## src/rtl/core/horspool_substring_search_macros.svh

```systemverilog
// Assertion macros for the substring search block.
// Used by the top-level RTL file in this folder; no other dependencies.
`ifndef HORSPOOL_SUBSTRING_SEARCH_MACROS_SVH
`define HORSPOOL_SUBSTRING_SEARCH_MACROS_SVH

`ifndef NO_ASSERTIONS

// Clocked property, disabled while reset is high
`define HSS_ASSERT(label, clk, rst, prop, msg) \
   label: assert property (@(posedge clk) disable iff (rst) (prop)) else $error(msg);

// Clocked property that also holds during reset
`define HSS_ASSERT_ALWAYS(label, clk, prop, msg) \
   label: assert property (@(posedge clk) (prop)) else $error(msg);

`else

`define HSS_ASSERT(label, clk, rst, prop, msg)
`define HSS_ASSERT_ALWAYS(label, clk, prop, msg)

`endif

`endif

```

## src/rtl/core/hss_pkg.sv

```systemverilog
// Shared types and constants for the substring search block.
// No dependencies; imported by every module of the block.
package hss_pkg;

   // Default sizes
   localparam int HSS_TEXT_DEPTH  = 2048;
   localparam int HSS_MAX_PATTERN = 16;

   // Result position field width (fixed by the interface)
   localparam int HSS_POS_W = 11;

   // Register file
   localparam int HSS_CSR_IDX_W = 2;
   localparam logic [HSS_CSR_IDX_W-1:0] CSR_PATTERN_LOW  = 2'd0;
   localparam logic [HSS_CSR_IDX_W-1:0] CSR_PATTERN_HIGH = 2'd1;
   localparam logic [HSS_CSR_IDX_W-1:0] CSR_PATTERN_LEN  = 2'd2;

   // Control sequencer
   typedef enum logic [1:0] {
      HSS_LOAD,
      HSS_SCAN,
      HSS_REPORT
   } hss_state_type;

   // Per-cycle control broadcast along the cell row
   typedef struct packed {
      logic       clear;   // drop all partial matches
      logic       shift;   // a text byte is presented this cycle
      logic [7:0] data;    // the text byte
   } hss_step_type;

endpackage

```

## src/rtl/core/hss_cell.sv

```systemverilog
// One match cell: holds one pattern byte's partial-match flag and passes
// it to the next cell each time a text byte goes by. Depends on hss_pkg.
module hss_cell
   import hss_pkg::*;
(
   input  logic         clock,
   input  logic         reset,
   input  hss_step_type step,
   input  logic [7:0]   pat_byte,
   input  logic         prev_match,
   output logic         match_out,
   output logic         hit
);

   logic match_ff;
   logic match_in;

   // Pattern prefix up to this cell ends at the current byte
   assign hit = prev_match && (step.data == pat_byte);

   always_comb begin
      match_in = match_ff;
      if (step.clear) begin
         match_in = 1'b0;
      end else if (step.shift) begin
         match_in = hit;
      end
   end

   always_ff @(posedge clock) begin
      if (reset) begin
         match_ff <= 1'b0;
      end else begin
         match_ff <= match_in;
      end
   end

   assign match_out = match_ff;

endmodule

```

## config.mk

```make
export PLATFORM = sky130hd
export DESIGN_NAME = hss_cell
export DESIGN_NICKNAME = d
export VERILOG_FILES = /design/src/rtl/core/horspool_substring_search_macros.svh /design/src/rtl/core/hss_pkg.sv /design/src/rtl/core/hss_cell.sv
export SDC_FILE = /design/constraint.sdc
export NUM_CORES = 1
export LEC_CHECK = 0
export BUFFER_PORTS_ARGS = -buffer_cell sky130_fd_sc_hd__buf_2
export CAP_MARGIN = 10
export CORE_AREA = 2 2 39 41
export DETAILED_ROUTE_END_ITERATION = 7
export DIE_AREA = 0 0 41 43
export HOLD_SLACK_MARGIN = 0.02
export PLACE_DENSITY = 0.42
export SYNTH_ARGS = -nofsm -noshare
export SYNTH_HDL_FRONTEND = slang
export SYNTH_SLANG_ARGS = --single-unit
```

## constraint.sdc

```tcl
create_clock -name clock -period 1.9 [get_ports clock]
set_input_delay 0.285 -clock clock [delete_from_list [all_inputs] [get_ports clock]]
set_output_delay 0.285 -clock clock [all_outputs]
set_load 0.02 [all_outputs]
```

## Yosys cells after proc, flatten, opt, wreduce, memory -nomap -nowiden

Index checks and enable logic that the tools add are counted.
W data, S select, Z words.

| storage, ports and cells | value |
|---|---|
| register bits after elaboration | 1 |
| bits in latches | 0 |
| bits in writable memories | 0 |
| bits in read-only memories | 0 |
| bits of input ports | 21 |
| word-level logic and storage cells | 4 |
| memories | 0 |

| operators by class | value |
|---|---|
| add/subtract/negate cells | 0 |
| multiply operators | 0 |
| div/mod/pow operators | 0 |
| $lt $le $gt $ge | 0 |
| eq/ne operators | 1 |
| shift-type cells | 0 |
| muxes and demuxes | 0 |
| bitwise gates (word level) | 0 |
| reductions and logical operators | 2 |

Operator list:

| cell | count |
|---|---|
| $eq A8 B8 Y1 | 1 |
| $reduce_or A2 Y1 | 1 |
| $logic_and A1 B1 Y1 | 1 |

## Longest topological paths before layout

Gate-level depths: netlist of the first run.

| logic depth | value |
|---|---|
| depth after elaboration | 2 |
| depth in mapped cells | 4 |
| gate-level depth less buffers | 4 |

## Worst setup path before layout of the first run

No wires, ideal clock.

| timing | value |
|---|---|
| path type | input port to output port |
| start point | input pat_byte[0] |
| end point | output hit |
| arrival | 1.385 ns |
| slack | 0.230 ns |
| stages | 4 |
| buffers on the path | 0 |
| cells stage by stage | xor2_1 -> a21oi_1 -> nand4_1 -> nor4_1 |

| between the ends | value |
|---|---|
| word-level cells in the longest chain between the ends | 2 |

Ends and longest elaborated chain:

| item | line | source |
|---|---|---|
| start, declared | hss_cell.sv:9 | `input logic [7:0] pat_byte,` |
| $eq A8 B8 Y1 | hss_cell.sv:19 | `assign hit = prev_match && (step.data == pat_byte);` |
| $logic_and A1 B1 Y1 | hss_cell.sv:19 |  |
| end, declared | hss_cell.sv:12 | `output logic hit` |

Every way passes these cells.

## Worst setup path after layout of the first run

Ends and elaborated chain as after synthesis.

==> results.toml, run 1 <==
[yosys]
yosys_warnings = 0
synth.cell_area_um2 = 154
synth_top_area_share = 0.228
synth_seq_cells = 1
yosysTopAreaCell = "xnor2_1"
yosysUniqueCellTypes = 13
synth.net_count = 39
avgSynthCellArea_um2 = 8.55
synth-seq-area-share = 0.130
syn_inst = 18
synth_area_leaders = "xnor2_1 (23%), xor2_1 (17%), dfxtp_1 (13%)"

[global_routing]
grt_pass1_wl_um = 641
antenna_found_initial = 0
overflow = 0
grt_max_degree = 3
first_global_vias = 178
grt.total_usage = 0.0500

[detailed_routing]
drt_iter0_drc = 0
routedWlPerCell_um = 8.27
wl_um = 463
viasPerCell = 3.59
vias = 201
drc = 0
dr.pass1.iters = 1
ant_nets = 0

[clock_tree]
cts.reportedPaths.clkPinSlew_ps = 0
clkLatencyLatePin_ps = 0
post_cts_buffers = 0
cts_resized = 0
ctsHoldBuffers = 0

[critical_path]
required_ps = 1620
end_kind = "output pin"
start_kind = "primary input"
path_class = "primary input to output pin"
crit_arrival_ps = 1290
cp_max_fo = 2
reg2regPathDepth = 2

[place]
io_buffers = 22
place_inst = 56
dpl_cell_area_um2 = 284
routabilityCongestion = 0.652

[job]
drv_cap = 0

[timing]
finalHoldViolations = 0
maxSlewViolCount = 0
fin_crit_ps = 1570
tightest_slew_ps = 406
rsz0062_at_grt = "false"
min_period_over_period = 0.828
final.setup_skew_ps = 0
max_slew_margin = 0.728
fmax_mhz = 635
setup_violations = 0
tns_ps = 0

[power_and_ir_drop]
peakVddDrop_v = 0.0000877
power.density_mw_per_mm2 = 237
power_mw = 0.0675
p_leak_nw = 0.134

[cells_and_area]
layout_common_cells = "buf_2 (22), xnor2_1 (4), xor2_1 (3)"
seq_area_um2 = 20.0
largest_reg_flops = 1
multi_input_area_um2 = 130
final_nets = 63
layout-drive-gt1-share = 0.600
design_area_um2 = 284
diodes = 0
area_growth_pct = 84.6
final_cells = 56
nFillCells = 157
fin_util = 0.205
final_common_cell = "buf_2"

[die]
die_height_um = 43
die-area_mm2 = 0.00176
pin_count = 23
rows = 14
core_mm2 = 0.00138
die_w_um = 41
start_util = 0.111

[worst_hold_path]
min_path_type = "register to register"
whs_path_depth = 2

[run_status]
status = "complete, no violations"
[where the power goes]
| part | switching, mW | total [mW] | leakage [nW] | internal [mW] |
|---|---|---|---|---|
| clock | 0 | 0 | 0 | 0 |
| combinational | 0.0196 | 0.0460 | 0.126 | 0.0264 |
| sequential | 0.00000619 | 0.0214 | 0.00805 | 0.0214 |
[Yosys cell counts]
cell	instances
xnor2_1	4
xor2_1	3
a21oi_1	1
dfxtp_1	1
inv_2	1
nand2_8	1
nand3b_1	1
nand4_1	1
nor2_1	1
nor4_1	1
o211ai_1	1
o21ai_1	1
or4_1	1
[cell type report]
type | count | share of cell area
multi-input combinational | 16 | 0.458
sequential | 1 | 0.0705
tap | 16 | 0.0705
inverter | 1 | 0.0132
timing repair buffer | 22 | 0.388
[layer usage]
layer	up-vias	GRT usage	part of all wire
met3	0	0.0105	0.24
met1	70	0.0730	0.39
met2	23	0.0781	0.38
met5	-	0	0
met4	0	0	0
li1	108	-	-
[path summary, 6_finish.rpt]
kind	start	slack (ps)	to
max reg2reg	match_out$_SDFFE_PP0P_	1340	match_out$_SDFFE_PP0P_
max	pat_byte[0]	330	hit
min	match_out$_SDFFE_PP0P_	490	match_out$_SDFFE_PP0P_
min reg2reg	match_out$_SDFFE_PP0P_	490	match_out$_SDFFE_PP0P_
[critical path: stages]
cell     delay (ps)
buf_2           100
xor2_1          140
a21oi_1         110
nand4_1         130
nor4_1          310
buf_2           220
[kinds of logic after synthesis]
| family | after synthesis | share of synthesized area |
|---|---|---|
| xor+xnor | 7 | 0.398 |
| simple gates | 6 | 0.333 |
| compound gates | 3 | 0.114 |
| flops | 1 | 0.130 |
| buf+inv | 1 | 0.0244 |
[metrics by stage]
stage          hold slack [ps]  setup WS, ps
4_1_cts                    494           314
2_1_floorplan              460           230
3_3_place_gp               500           359
6_report                   486           326
3_5_place_dp               492           323
5_1_grt                    517           205
Power figures use the tool's default switching activity.
==> inputs of run 2 (changes only) <==
- ABC_AREA: unset -> 1
- PLACE_DENSITY: 0.42 -> 0.49
- clock period: 1.9 -> 1.6 ns (I/O delays scaled with it)
==> run 2 against run 1 <==
Against the previous run:
- setup slack got worse by 4.3 ps
- hold slack worse by 50 ps
- global-route usage rose by 1.2 points
- largest power group unchanged
- sequential power is 24% higher
- via count rose by 72%
- total power grew 46%
- combinational power grew 57%
- register-to-register slack got worse by 380 ps
- sequential cell count unchanged
==> results.toml, run 2 <==
[detailed_routing]
dr.pass1.iters = 2
drc = 0
vias = 345
viasPerCell = 3.88
routedWlPerCell_um = 6.67
wl_um = 594
drt_iter0_drc = 5
ant_nets = 0

[yosys]
yosysMostFrequentCell = "nand2_1"
synth_fa_ha_area_frac = 0
synth_area_leaders = "nand2_1 (30%), inv_1 (23%), dfxtp_1 (8.3%)"
synth_compound_area_frac = 0.109
synth.cell_area_um2 = 240
synth-seq-area-share = 0.0833
synth.net_count = 72
synth_edf_count = 0
muxShareOfSynthArea = 0
syn_inst = 51
synthSimpleGateAreaFrac = 0.500
avgSynthCellArea_um2 = 4.71
synthXorXnorAreaFrac = 0.0729
synth_top_family_by_area = "simple AND/OR/NAND/NOR gates"
yosysTopAreaCell = "nand2_1"
synth_seq_cells = 1
yosys_warnings = 0
synth_top_area_share = 0.297
async_flop_share = 0
ys.flop_type = "dfxtp_1"
yosysUniqueCellTypes = 13
synthTopCellsByCount = "nand2_1 (19), inv_1 (15), nor2_1 (4)"

[clock_tree]
post_cts_buffers = 0
cts_resized = 0
cts.reportedPaths.clkPinSlew_ps = 0
clkLatencyLatePin_ps = 0
ctsHoldBuffers = 0

[cells_and_area]
final_common_cell = "buf_2"
layout_common_cells = "buf_2 (22), nand2_1 (19), inv_1 (15), nor2_1 (4)"
layout-drive-gt1-share = 0.329
design_area_um2 = 370
area_growth_pct = 54.2
final_cells = 89
final_nets = 96
diodes = 0
largest_reg_flops = 1

[timing]
tns_ps = 0
fin_crit_ps = 1280
whs_ps = 436
tightest_slew_ps = 233
maxSlewViolCount = 0
finalHoldViolations = 0
max_slew_margin = 0.844
fmax_mhz = 782
rsz0062_at_grt = "false"
min_period_over_period = 0.799
setup_violations = 0
final.setup_skew_ps = 0

[critical_path]
cpMostUsedCell = "buf_2"
reg2regPathDepth = 2
start_kind = "primary input"
cpMaxStageDelayCell = "xnor2_1"
end_kind = "output pin"
cp_cell_sequence = "buf_2 -> xnor2_1 -> nand4_1 -> nor3_1 -> buf_2"
crit_arrival_ps = 1040
worst-path-stages = 5
worst-path-buf-inv = 2
cp_max_fo = 2
path_class = "primary input to output pin"
required_ps = 1360
crit_path_max_incr_delay_ps = 230
cp_top_family = "buffers and inverters"

[place]
place_inst = 89
hpwl_um = 565
io_buffers = 22
dpl_cell_area_um2 = 370
routabilityCongestion = 0.699

[global_routing]
grt_max_degree = 4
grtUsageMet2 = 0.109
grt_use_met3 = 0.00524
grt-busiest-layer = "met2"
first_global_vias = 257
overflow = 0
antenna_found_initial = 0
grt_pass1_wl_um = 848
grt_util_met1 = 0.0823
grt.total_usage = 0.0619

[power_and_ir_drop]
p_sw_frac = 0.371
p_clk_frac = 0
power_switching_mw = 0.0366
p_leak_nw = 0.253
power.density_mw_per_mm2 = 267
p_int_mw = 0.0621
peakVddDrop_v = 0.0000681
p_seq_frac = 0.268
power_mw = 0.0987
combPwrFrac = 0.732

[die]
rows = 14
core_mm2 = 0.00138
start_util = 0.174
die_height_um = 43
die_w_um = 41
pin_count = 23
die-area_mm2 = 0.00176

[run_status]
status = "complete, no violations"

[worst_hold_path]
min_path_type = "primary input to register"
whs_path_depth = 2

[job]
drv_cap = 0
-- run 2: through the flow --
stage / utilization / setup slack, ps
detailed placement: 0.268 / 325
global placement: 0.268 / 340
global route: 0.268 / 233
floorplan: - / 357
finish: 0.268 / 322
CTS: 0.268 / 325
-- run 2: cells by family (layout without fill, tap and decap cells) --
group | after synthesis | after routing
compound gates | 4 | 4
buf+inv | 15 | 37
xor+xnor | 2 | 2
simple gates | 29 | 29
flops | 1 | 1
-- run 2: power by group through the flow --
stage                     Combinational [mW]  Clock (mW)  Sequential (mW)
after floorplan                       0.0372           0           0.0274
after global placement                0.0723           0           0.0265
after detailed placement              0.0730           0           0.0265
after CTS                             0.0732           0           0.0265
after global routing                  0.0822           0           0.0266
final                                 0.0722           0           0.0265
-- run 2: final timing paths --
path,from,slack (ps),endpoint
max,pat_byte[2],320,hit
min,step[8],440,match_out$_SDFFE_PP0P_
max reg2reg,match_out$_SDFFE_PP0P_,960,match_out$_SDFFE_PP0P_
min reg2reg,match_out$_SDFFE_PP0P_,530,match_out$_SDFFE_PP0P_
-- run 2: cell type report --
type	instances	area, um2
repair buffers	22	110
fillers	162	1010
inverters	15	56.3
multi-input cells	35	164
well taps	16	20.0
flip-flops and latches	1	20.0
-- run 2: per-layer routing --
layer  wire [um]  vias to the layer above
li1            -                      195
met1         269                      135
met2         245                       15
met3          79                        0
met4           0                        0
met5           0                        -
-- run 2: worst register-to-register path: stages (launching register included) --
cell and delay (ps):
dfxtp_1 280, o21ai_0 200, a21oi_2 40
